==> src/hw/rtl/kea_pkg.sv <==
package kea_pkg;

	localparam int MAX_VERTICES = 64;
	localparam int VTX_W = 6;
	localparam int ADDR_W = $clog2(MAX_VERTICES);
	localparam int SCAN_W = $clog2(MAX_VERTICES + 1);
	localparam int CFG_W = 7;
	localparam int CNT_W = 6;
	localparam logic [CNT_W-1:0] COUNT_MAX = {CNT_W{1'b1}};
	localparam logic [CFG_W-1:0] VC_RESET = CFG_W'(MAX_VERTICES);
	localparam int S_DATA_W = 16;
	localparam int M_DATA_W = 24;

	typedef enum logic [2:0] {
		ST_IDLE,
		ST_RD_A,
		ST_RD_B,
		ST_CMP,
		ST_SCAN,
		ST_DONE
	} state_t;

	typedef struct packed {
		logic cap;
		logic rd_a;
		logic rd_b;
		logic cap_la;
		logic merge;
		logic scan;
		logic load_out;
	} cmd_t;

	typedef struct packed {
		logic bad;
		logic differ;
		logic scan_end;
		logic out_free;
	} sts_t;

endpackage

==> src/hw/rtl/kruskal_edge_acceptor.sv <==
// Kruskal spanning-tree edge acceptor. Feed edges already sorted by weight,
// one request per edge (s_tlast marks the final edge of a graph); each edge
// returns exactly one result. Component labels live in a single-port-read label
// memory, so an out-of-range edge skips the second lookup and the compare, an
// edge whose ends already share a component is rejected after the compare, and
// an accepted edge starts a merge that walks every label entry through the one
// read port, one entry per cycle. Results wait in an output register,
// so a new edge is taken while the previous result is still pending. After a
// last edge the labels and tree count return to their initial values at once.
// vertex_count may only be written while no edge is in flight.
module kruskal_edge_acceptor (
	input  logic                         clk,
	input  logic                         arst_n,
	input  logic                         s_tvalid,
	output logic                         s_tready,
	// from_vertex[5:0], to_vertex[11:6], zero pad [15:12]
	input  logic [kea_pkg::S_DATA_W-1:0] s_tdata,
	input  logic                         s_tlast,
	output logic                         m_tvalid,
	input  logic                         m_tready,
	// accepted[0], tree_from[6:1], tree_to[12:7], tree_edge_count[18:13],
	// spanning_done[19], bad_vertex[20], zero pad [23:21]
	output logic [kea_pkg::M_DATA_W-1:0] m_tdata,
	input  logic                         cfg_we,
	input  logic [kea_pkg::CFG_W-1:0]    cfg_wdata
);

	kea_pkg::cmd_t cmd;
	kea_pkg::sts_t sts;

	kea_ctrl u_ctrl (
		.clk      (clk),
		.arst_n   (arst_n),
		.s_tvalid (s_tvalid),
		.s_tready (s_tready),
		.sts      (sts),
		.cmd      (cmd)
	);

	kea_dp u_dp (
		.clk       (clk),
		.arst_n    (arst_n),
		.s_tdata   (s_tdata),
		.s_tlast   (s_tlast),
		.m_tvalid  (m_tvalid),
		.m_tready  (m_tready),
		.m_tdata   (m_tdata),
		.cfg_we    (cfg_we),
		.cfg_wdata (cfg_wdata),
		.cmd       (cmd),
		.sts       (sts)
	);

endmodule

==> src/hw/rtl/kea_ctrl.sv <==
module kea_ctrl (
	input  logic          clk,
	input  logic          arst_n,
	input  logic          s_tvalid,
	output logic          s_tready,
	input  kea_pkg::sts_t sts,
	output kea_pkg::cmd_t cmd
);

	kea_pkg::state_t state_q;
	kea_pkg::state_t state_d;

	always_ff @(posedge clk or negedge arst_n) begin
		if (!arst_n) begin
			state_q <= kea_pkg::ST_IDLE;
		end else begin
			state_q <= state_d;
		end
	end

	always_comb begin
		state_d = state_q;
		cmd = '0;
		s_tready = 1'b0;
		unique case (state_q)
			kea_pkg::ST_IDLE: begin
				s_tready = 1'b1;
				if (s_tvalid) begin
					cmd.cap = 1'b1;
					state_d = kea_pkg::ST_RD_A;
				end
			end
			kea_pkg::ST_RD_A: begin
				cmd.rd_a = 1'b1;
				// skip the second lookup and the compare for an out-of-range endpoint
				state_d = sts.bad ? kea_pkg::ST_DONE : kea_pkg::ST_RD_B;
			end
			kea_pkg::ST_RD_B: begin
				cmd.rd_b = 1'b1;
				cmd.cap_la = 1'b1;
				state_d = kea_pkg::ST_CMP;
			end
			kea_pkg::ST_CMP: begin
				if (sts.differ) begin
					cmd.merge = 1'b1;
					state_d = kea_pkg::ST_SCAN;
				end else begin
					state_d = kea_pkg::ST_DONE;
				end
			end
			kea_pkg::ST_SCAN: begin
				cmd.scan = 1'b1;
				if (sts.scan_end) begin
					state_d = kea_pkg::ST_DONE;
				end
			end
			kea_pkg::ST_DONE: begin
				if (sts.out_free) begin
					cmd.load_out = 1'b1;
					state_d = kea_pkg::ST_IDLE;
				end
			end
			default: begin
				state_d = kea_pkg::ST_IDLE;
			end
		endcase
	end

endmodule

==> src/hw/rtl/kea_dp.sv <==
module kea_dp (
	input  logic                           clk,
	input  logic                           arst_n,
	input  logic [kea_pkg::S_DATA_W-1:0]   s_tdata,
	input  logic                           s_tlast,
	output logic                           m_tvalid,
	input  logic                           m_tready,
	output logic [kea_pkg::M_DATA_W-1:0]   m_tdata,
	input  logic                           cfg_we,
	input  logic [kea_pkg::CFG_W-1:0]      cfg_wdata,
	input  kea_pkg::cmd_t                  cmd,
	output kea_pkg::sts_t                  sts
);

	localparam logic [kea_pkg::CFG_W-1:0] VC_MAX = kea_pkg::CFG_W'(kea_pkg::MAX_VERTICES);

	logic [kea_pkg::CFG_W-1:0]  vc_q;
	logic [kea_pkg::CFG_W-1:0]  eff_vc;
	logic [kea_pkg::VTX_W-1:0]  a_q;
	logic [kea_pkg::VTX_W-1:0]  b_q;
	logic                       last_q;
	logic                       bad_q;
	logic                       acc_q;
	logic [kea_pkg::CNT_W-1:0]  cnt_q;
	logic [kea_pkg::VTX_W-1:0]  la_q;
	logic [kea_pkg::VTX_W-1:0]  lb_q;
	logic [kea_pkg::SCAN_W-1:0] scan_q;

	logic [kea_pkg::VTX_W-1:0]  lbl_mem [kea_pkg::MAX_VERTICES];
	logic [kea_pkg::MAX_VERTICES-1:0] lbl_vld_q;
	logic [kea_pkg::ADDR_W-1:0] rd_addr;
	logic [kea_pkg::VTX_W-1:0]  rdata_q;

	logic                       scan_vld_s1;
	logic [kea_pkg::ADDR_W-1:0] scan_addr_s1;
	logic                       scan_wr;

	logic [kea_pkg::VTX_W-1:0]  in_from;
	logic [kea_pkg::VTX_W-1:0]  in_to;
	logic                       in_bad;
	logic [kea_pkg::CFG_W-1:0]  cnt_plus1;
	logic                       span_done;

	// clamp the configured count to the label store depth
	assign eff_vc = (vc_q > VC_MAX) ? VC_MAX : vc_q;

	assign in_from = s_tdata[kea_pkg::VTX_W-1:0];
	assign in_to   = s_tdata[2*kea_pkg::VTX_W-1:kea_pkg::VTX_W];
	assign in_bad  = ({1'b0, in_from} >= eff_vc) || ({1'b0, in_to} >= eff_vc);

	assign cnt_plus1 = {1'b0, cnt_q} + kea_pkg::CFG_W'(1);
	assign span_done = cnt_plus1 >= eff_vc;

	assign sts.bad      = bad_q;
	assign sts.differ   = rdata_q != la_q;
	assign sts.scan_end = scan_q == kea_pkg::SCAN_W'(kea_pkg::MAX_VERTICES);
	assign sts.out_free = !m_tvalid || m_tready;

	always_comb begin
		if (cmd.rd_a) begin
			rd_addr = a_q[kea_pkg::ADDR_W-1:0];
		end else if (cmd.rd_b) begin
			rd_addr = b_q[kea_pkg::ADDR_W-1:0];
		end else begin
			rd_addr = scan_q[kea_pkg::ADDR_W-1:0];
		end
	end

	assign scan_wr = scan_vld_s1 && (rdata_q == lb_q);

	// label store: an entry never written since the last reinit reads as its own index
	always_ff @(posedge clk) begin
		if (scan_wr) begin
			lbl_mem[scan_addr_s1] <= la_q;
		end
		rdata_q <= lbl_vld_q[rd_addr] ? lbl_mem[rd_addr] : kea_pkg::VTX_W'(rd_addr);
	end

	always_ff @(posedge clk or negedge arst_n) begin
		if (!arst_n) begin
			lbl_vld_q <= '0;
		end else if (cmd.load_out && last_q) begin
			lbl_vld_q <= '0;
		end else if (scan_wr) begin
			lbl_vld_q[scan_addr_s1] <= 1'b1;
		end
	end

	always_ff @(posedge clk or negedge arst_n) begin
		if (!arst_n) begin
			vc_q <= kea_pkg::VC_RESET;
		end else if (cfg_we) begin
			vc_q <= cfg_wdata;
		end
	end

	// request registers and per-edge working values
	always_ff @(posedge clk) begin
		if (cmd.cap) begin
			a_q    <= in_from;
			b_q    <= in_to;
			last_q <= s_tlast;
			bad_q  <= in_bad;
		end
		if (cmd.cap_la) begin
			la_q <= rdata_q;
		end
		if (cmd.merge) begin
			lb_q <= rdata_q;
		end
		scan_addr_s1 <= scan_q[kea_pkg::ADDR_W-1:0];
	end

	always_ff @(posedge clk or negedge arst_n) begin
		if (!arst_n) begin
			acc_q       <= 1'b0;
			cnt_q       <= '0;
			scan_q      <= '0;
			scan_vld_s1 <= 1'b0;
		end else begin
			scan_vld_s1 <= cmd.scan && !sts.scan_end;
			if (cmd.cap) begin
				acc_q <= 1'b0;
			end
			if (cmd.merge) begin
				acc_q  <= 1'b1;
				scan_q <= '0;
				if (cnt_q != kea_pkg::COUNT_MAX) begin
					cnt_q <= cnt_q + kea_pkg::CNT_W'(1);
				end
			end else if (cmd.scan) begin
				scan_q <= scan_q + kea_pkg::SCAN_W'(1);
			end
			if (cmd.load_out && last_q) begin
				cnt_q <= '0;
			end
		end
	end

	// output register
	always_ff @(posedge clk or negedge arst_n) begin
		if (!arst_n) begin
			m_tvalid <= 1'b0;
		end else if (cmd.load_out) begin
			m_tvalid <= 1'b1;
		end else if (m_tready) begin
			m_tvalid <= 1'b0;
		end
	end

	always_ff @(posedge clk) begin
		if (cmd.load_out) begin
			m_tdata <= {3'b000, bad_q, span_done, cnt_q,
				acc_q ? b_q : kea_pkg::VTX_W'(0),
				acc_q ? a_q : kea_pkg::VTX_W'(0),
				acc_q};
		end
	end

	a_acc_not_bad: assert property (@(posedge clk) disable iff (!arst_n)
		m_tvalid |-> !(m_tdata[0] && m_tdata[20]))
		else $error("edge both accepted and flagged bad");

	a_acc_count: assert property (@(posedge clk) disable iff (!arst_n)
		m_tvalid && m_tdata[0] |-> m_tdata[18:13] != '0)
		else $error("accepted edge reported with zero tree count");

	a_last_clears: assert property (@(posedge clk) disable iff (!arst_n)
		cmd.load_out && last_q |=> cnt_q == '0 && lbl_vld_q == '0)
		else $error("labels or count not reinitialized after last edge");

	a_scan_write: assert property (@(posedge clk) disable iff (!arst_n)
		scan_wr |-> $past(cmd.scan) && acc_q && !bad_q)
		else $error("label write outside a merge scan");

endmodule
==> config.mk <==
export PLATFORM = sky130hd
export DESIGN_NAME = kruskal_edge_acceptor
export DESIGN_NICKNAME = d
export VERILOG_FILES = /design/src/hw/rtl/kea_pkg.sv /design/src/hw/rtl/kruskal_edge_acceptor.sv /design/src/hw/rtl/kea_ctrl.sv /design/src/hw/rtl/kea_dp.sv
export SDC_FILE = /design/constraint.sdc
export NUM_CORES = 1
export LEC_CHECK = 0
export ABC_AREA = 1
export BUFFER_PORTS_ARGS = -buffer_cell sky130_fd_sc_hd__buf_2
export CAP_MARGIN = 20
export CORE_ASPECT_RATIO = 1.25
export CORE_UTILIZATION = 40
export DETAILED_ROUTE_END_ITERATION = 8
export PLACE_DENSITY = 0.62
export SLEW_MARGIN = 20
export SYNTH_ARGS = -nofsm -noshare
export SYNTH_HDL_FRONTEND = slang
export SYNTH_HIERARCHICAL = 1
export SYNTH_SLANG_ARGS = --single-unit
export TNS_END_PERCENT = 1
==> constraint.sdc <==
create_clock -name clk -period 6.43 [get_ports clk]
set_input_delay 0 -clock clk [delete_from_list [all_inputs] [get_ports clk]]
set_output_delay 0 -clock clk [all_outputs]
set_load 0.02 [all_outputs]
After elaboration in Yosys (flattened, before gate mapping)
Memory sizes are Yosys's and may differ from the RTL's.
Cells that the tools add are included.

storage, ports and cells
  memories = 1
  bits of input ports = 29
  ROM bits = 0
  word-level logic and storage cells = 96
  flip-flop bits (word level) = 149
  output and inout port bits = 26
  memory bits (writable) = 384
  latch bits = 0

cells by class
  muxes and demuxes = 37
  $mul = 0
  shift operators = 0
  add/subtract/negate cells = 3
  reductions and logical operators = 17
  equality and inequality tests = 12
  div/mod/pow operators = 0
  bitwise logic cells = 1
  magnitude comparators = 7

memories
  name          words  bits a word  read ports  clocked after memory_dff  write ports  RTL line      RTL
  u_dp.lbl_mem  64     6            1           0                         1            kea_dp.sv:29  logic [kea_pkg::VTX_W-1:0] lbl_mem [kea_pkg::MAX_VERTICES];

operators with widths
  operator                                                     count
  2-to-1 mux 64 bit                                            2
  bitwise OR 64 bit                                            1
  2-to-1 mux 6 bit                                             6
  2-to-1 mux 7 bit                                             3
  2-to-1 mux 1 bit                                             18
  one-hot mux 3 bit (6 select lines)                           1
  >= comparator 6 x 7 -> 1 bit                                 2
  less-than comparator 6 x 7 -> 1 bit (second input constant)  2
  2-to-1 mux 3 bit                                             4
  nonzero test 2 bit                                           6
  adder 6 x 1 -> 7 bit (second input constant)                 1
  adder 7 x 1 -> 7 bit (second input constant)                 1
  == test 7 bit (second input constant)                        1
  >= comparator 7 bit                                          1
  > comparator 7 bit (second input constant)                   1
  adder 6 x 1 -> 6 bit (second input constant)                 1
  binary-select mux 1 bit (select 6 bit)                       1
  demux 1 bit (select 6 bit)                                   1
  == test 3 x 2 -> 1 bit (second input constant)               2
  == test 3 bit (second input constant)                        2
  == test 6 bit                                                1
  >= comparator 6 x 1 -> 1 bit (second input constant)         1
  inequality test 6 bit                                        1
  inequality test 6 bit (second input constant)                1
  10 further kinds                                             16

Longest topological paths before layout
  depth in word-level cells = 7
  depth in mapped cells = 19
  depth with buffers taken out = 16

Modules after synthesis
Netlist, hierarchy kept.

by module, submodules not included
  module    seq. area each (µm²)  cells an instance  area an instance (µm²)  instances
  kea_dp    15361.0               2290               23521.3                 1
  kea_ctrl  75.1                  43                 270.3                   1

Least setup slack after synthesis
No wires, ideal clock.

  path kind = reg-to-reg
  start point = reg u_dp/la_q[5] (netlist bit)
  end point = reg u_dp/cnt_q[0] (netlist bit)
  path buffers = 0
  stages on the path, launching flop included = 12
  slack = 3668 ps
  period minus slack after synthesis = 2762 ps
  data arrival time = 2679 ps
  library setup time = 83 ps
  data required time = 6347 ps
  cells stage by stage = edfxtp_1 xor2_1 nor2_1 o2111ai_1 inv_1 nor2_1 inv_1 nor2_1 inv_1 nor2_1 inv_1 o21ai_0

RTL lines
  element                   RTL line       RTL
  start: declaration        kea_dp.sv:25   logic [kea_pkg::VTX_W-1:0] la_q;
  start signal: assignment  kea_dp.sv:106  la_q <= rdata_q;
  end signal: assignment    kea_dp.sv:129  cnt_q <= cnt_q + kea_pkg::CNT_W'(1);
  end: declaration          kea_dp.sv:24   logic [kea_pkg::CNT_W-1:0] cnt_q;

Worst setup path after layout
  start point = reg u_ctrl.state_q[0]
  end point = reg u_dp/rdata_q[1] (netlist bit)

between the ends
  longest elaborated chain between the ends = 7
  elaborated cells between the ends (all ways) = 10
  those cells by class = eq/ne (2); mux (7); memory (1)

RTL lines
  element                                 RTL line        RTL
  start: declaration                      kea_ctrl.sv:10  kea_pkg::state_t state_q;
  start signal: assignment                kea_ctrl.sv:15  state_q <= kea_pkg::ST_IDLE;
  start signal: assignment                kea_ctrl.sv:17  state_q <= state_d;
  == test 3 x 2 -> 1 bit                  kea_ctrl.sv:25  unique case (state_q)
  2-to-1 mux 2 bit                        kea_ctrl.sv:25
  2-to-1 mux 6 bit                        kea_dp.sv:62    end else if (cmd.rd_b) begin
  2-to-1 mux 6 bit (*)                    kea_dp.sv:60    if (cmd.rd_a) begin
  binary-select mux 1 bit (select 6 bit)  kea_dp.sv:76    rdata_q <= lbl_vld_q[rd_addr] ? lbl_mem[rd_addr] : kea_pkg::VTX_W'(rd_addr);
  2-to-1 mux 1 bit (implied by the code)  kea_dp.sv:76
  2-to-1 mux 6 bit (*)                    kea_dp.sv:76
  end signal: assignment                  kea_dp.sv:76
  end: declaration                        kea_dp.sv:32    logic [kea_pkg::VTX_W-1:0] rdata_q;

Mark *: on every way between the ends. The rest lies on a longest branch, timed or not. The select of a mux whose other input is x is not followed.
A chain may end at the register's enable or synchronous reset.

==> flow_summary_export.csv <==
group,metric,value,unit
clock_tree,cts.path.max_buffers,3,
sta,hold_slack,0.1343,ns
global_routing,grt_max_degree,145,
power_and_ir_drop,ir_drop,0.5431,mV
layout,multiInputGateArea,6177,sq um
yosys,synth-seq-area-share,64.88,%
placed_design,dp.cells,3054,
sta,hold_viol_final,0,
placed_design,io_buffers,47,
yosys,ys_warn_count,6,
clock_tree,cts_resized,0,
yosys,synth-xor-area-share,0.3313,%
setup_path,crit_required,6.88,ns
route,first_iter_violations,1433,
sta,drv_slew,0,
sta,slew-limit-headroom,30.66,%
layout,fin_area,26480,sq um
sta,clock-skew-final,0.01460,ns
setup_path,slowest_stage,"nor3_2",
global_routing,gr-total-overflow,0,
yosys,synthSimpleGateAreaFrac,19.74,%
layout,syn_to_final_growth,11.29,%
worst_hold_path,min_from,"s_tlast",
worst_hold_path,hold_class,"in -> reg",
clock_tree,clock_latency,0.57,ns
layout,nFillCells,5368,
route,drc,0,
die,core_area,58590,sq um
yosys,synthAdderAreaFrac,1.157,%
status,status,"complete, no violations",
yosys,synth.largest_area_cell,"edfxtp_1",
yosys,synth_flop_cell,"edfxtp_1",
yosys,synth_compound_area_share,4.349,%
route,detail-route-antenna-nets,0,
yosys,synth-seq-cells,533,
sta,max_freq,225.6,MHz
setup_path,startpoint,"u_ctrl/state_q[0]",
yosys,yosysTopAreaCellShare,54.40,%
clock_tree,clkTransAtPathRegs,0.06,ns
sta,period_share,68.94,%
placed_design,hpwl,33510,um
die,pin_count,55,
layout,utilization,45.19,%
placed_design,gp_congestion,0.8919,
die,row_count,99,
global_routing,grt_usage,19.06,%
layout,nets,2435,
yosys,synthArstFlopShare,16.89,%
power_and_ir_drop,p_leak,11.18,nW
die,die_area,60460,sq um
yosys,synth.area.mux_share,0.1420,%
layout,final-instance-count-excl-fill,3180,
yosys,syn_inst,2333,
yosys,synthTopCellsByArea,"edfxtp_1 (54%), dfrtp_1 (9.4%), nand2_1 (9.0%), nand3_1 (8.2%), inv_1 (6.3%)",
layout,seq_area,15440,sq um
setup_path,cp_num_buf_inv,2,
sta,layout_min_cycle_time,4.433,ns
sta,setup_viol_count_final,0,
route,first_pass_iters,5,
yosys,synth-edff-count,431,
die,die_h,274.7,um
setup_path,critPathKind,"reg -> reg",
die,fp.dieW,220.1,um
placed_design,dp_slack,2.151,ns
setup_path,cp_data_arrival_time,4.89,ns
setup_path,crit_fanout,144,
route,via_count,16300,
setup_path,cp_cell_sequence,"nor3_2, inv_2, nand2_1, nand3_2, nand2_4, buf_12, nand2_1, nand3_1, nand3_1, nand3_1, nand3_1, nand3_1, nand2_1, nand2_1, nand2_1",
route,routed_via_density,5.127,
global_routing,grt_pass1_wl,88690,um
flow_run,drv_cap,0,
placed_design,postPlaceCellArea,24540,sq um
route,avgRoutedWirePerCell,17.83,um
clock_tree,cts_sinks,533,
layout,drive_above_1_share,7.676,%
power_and_ir_drop,p_total,12.53,mW
yosys,ys_types,45,
clock_tree,numCtsBuffers,49,
setup_path,r2r-start,"u_ctrl/state_q[0]",
setup_path,startpoint_type,"register",
yosys,netlist_area,23790,sq um
yosys,syn_area_per_cell,10.20,sq um
route,drt-total-wl,56690,um
sta,fin_tns_setup,0,ns
sta,max_slew.worst_pin.slew,1.039,ns
sta,worst_slack,1.997,ns
yosys,synth_top_family_by_area,"simple AND/OR/NAND/NOR gates",
clock_tree,htreeDepth,2,
setup_path,critPathMaxStageDelay,0.80,ns
setup_path,cp-end-kind,"register",
die,initial_utilization,40.61,%
clock_tree,cts_tree,"done",
layout,antennaDiodeCount,0,
clock_tree,cts_root_buffer,"clkbuf_16",
global_routing,grt_pass1_vias,15850,
setup_path,timing.critical_path.max_delay_family,"simple AND/OR/NAND/NOR gates",
global_routing,antenna_found_initial,0,
power_and_ir_drop,power.density,473.4,nW/um^2
sta,rsz0062_at_grt,"no",
cells by family after synthesis:
kind of cell | count (synthesis)
AO/OA/AOI/OAI | 167
XOR/XNOR | 9
AND/OR/NAND/NOR | 1083
flip-flops | 533
buffers and inverters | 515
multiplexers | 3
other | 1
adder cells (fa/ha/maj) | 22
cell type report:
type                    count  share of cell area, %
flip-flops and latches    533                  58.30
clock inverters            27                 0.8081
well taps                 757                  3.577
multi-input cells        1287                  23.33
inverters                 406                  5.761
clock buffers              63                  5.104
repair buffers            107                  3.119
worst paths after layout:
check / endpoint / slack, ns / cells past startpoint
min reg2reg: u_dp/scan_addr_s1[2] / 0.38 / 0
min in group asynchronous: u_ctrl/state_q[0] / 0.45 / 4
max reg2reg: u_dp/rdata_q[1] / 2.00 / 15
max: u_dp/rdata_q[1] / 2.00 / 15
max in group asynchronous: u_dp/lbl_vld_q[16] / 5.11 / 4
min: u_dp/last_q / 0.13 / 2
cells in the mapped netlist (2+ instances only):
cell type and count:
nand2_1 573, edfxtp_1 431, inv_1 399, nand3_1 391, dfrtp_1 89, nor2_1 75, a21oi_1 52, buf_2 44
o21a_1 35, o21ai_0 29, o211ai_1 28, buf_6 22, ha_1 22, buf_4 21, clkbuf_1 17, dfxtp_1 12
nor3_1 12, o21ai_1 9, xor2_1 7, inv_2 6, nand4_1 6, a21boi_0 5, buf_1 5, nand3b_1 5
nand2_2 4, nor3_2 4, a31oi_1 3, mux2_2 3, nand3_2 3, nor2_2 3, nor4_1 2, o22ai_1 2
xnor2_1 2
layer usage:
layer | track usage, % | share of wire (%)
met1 | 24.39 | 42
met2 | 32.69 | 49
met3 | 2.366 | 5.6
met4 | 7.641 | 3.3
met5 | 0 | 0
power breakdown:
part	internal, mW	leakage (nW)	switching (mW)	total, mW
Combinational	1.48	5.20	3.85	5.33
Sequential	4.13	5.20	0.226	4.36
Clock	1.61	0.783	1.24	2.85
Total	7.22	11.2	5.32	12.5
layout by cell type, fill, tap and decap left out, drive strengths merged:
cell type and instances:
nor4b 1, clkinv 23, o2111ai 1, dfrtp 89, dlygate4sd3 35, nand3b 5
o211ai 28, edfxtp 431, clkbuf 63, a21boi 6, dfstp 1, xor2 7
a31oi 3, xnor2 2, clkinvlp 1, o22ai 2, nor3 16, o21a 35
o21ai 38, or2 3, conb 3, inv 406, nand4 6, a21oi 52
nand2 577, nand3 394, ha 22, bufinv 3, o21bai 1, dfxtp 12
nor4 2, nor2 79, mux2 3, a211oi 1, buf 72
registers in the layout (all words and copies together) (netlist names):
signal	cells
u_ctrl/state_q	3
u_dp/a_q	6
u_dp/acc_q	1
u_dp/b_q	6
u_dp/bad_q	1
u_dp/cnt_q	6
u_dp/la_q	6
u_dp/last_q	1
u_dp/lb_q	6
u_dp/lbl_mem	384
u_dp/lbl_vld_q	64
u_dp/m_tdata	21
u_dp/m_tvalid	1
u_dp/rdata_q	6
u_dp/scan_addr_s1	6
u_dp/scan_q	7
u_dp/scan_vld_s1	1
u_dp/vc_q	7
what timing repair did:
item | CTS | global route
hold endpoints to repair | 68 | 0
buffers inserted | 0 | 0
hold buffers | 36 | 0
Power figures use the tool's default switching activity.
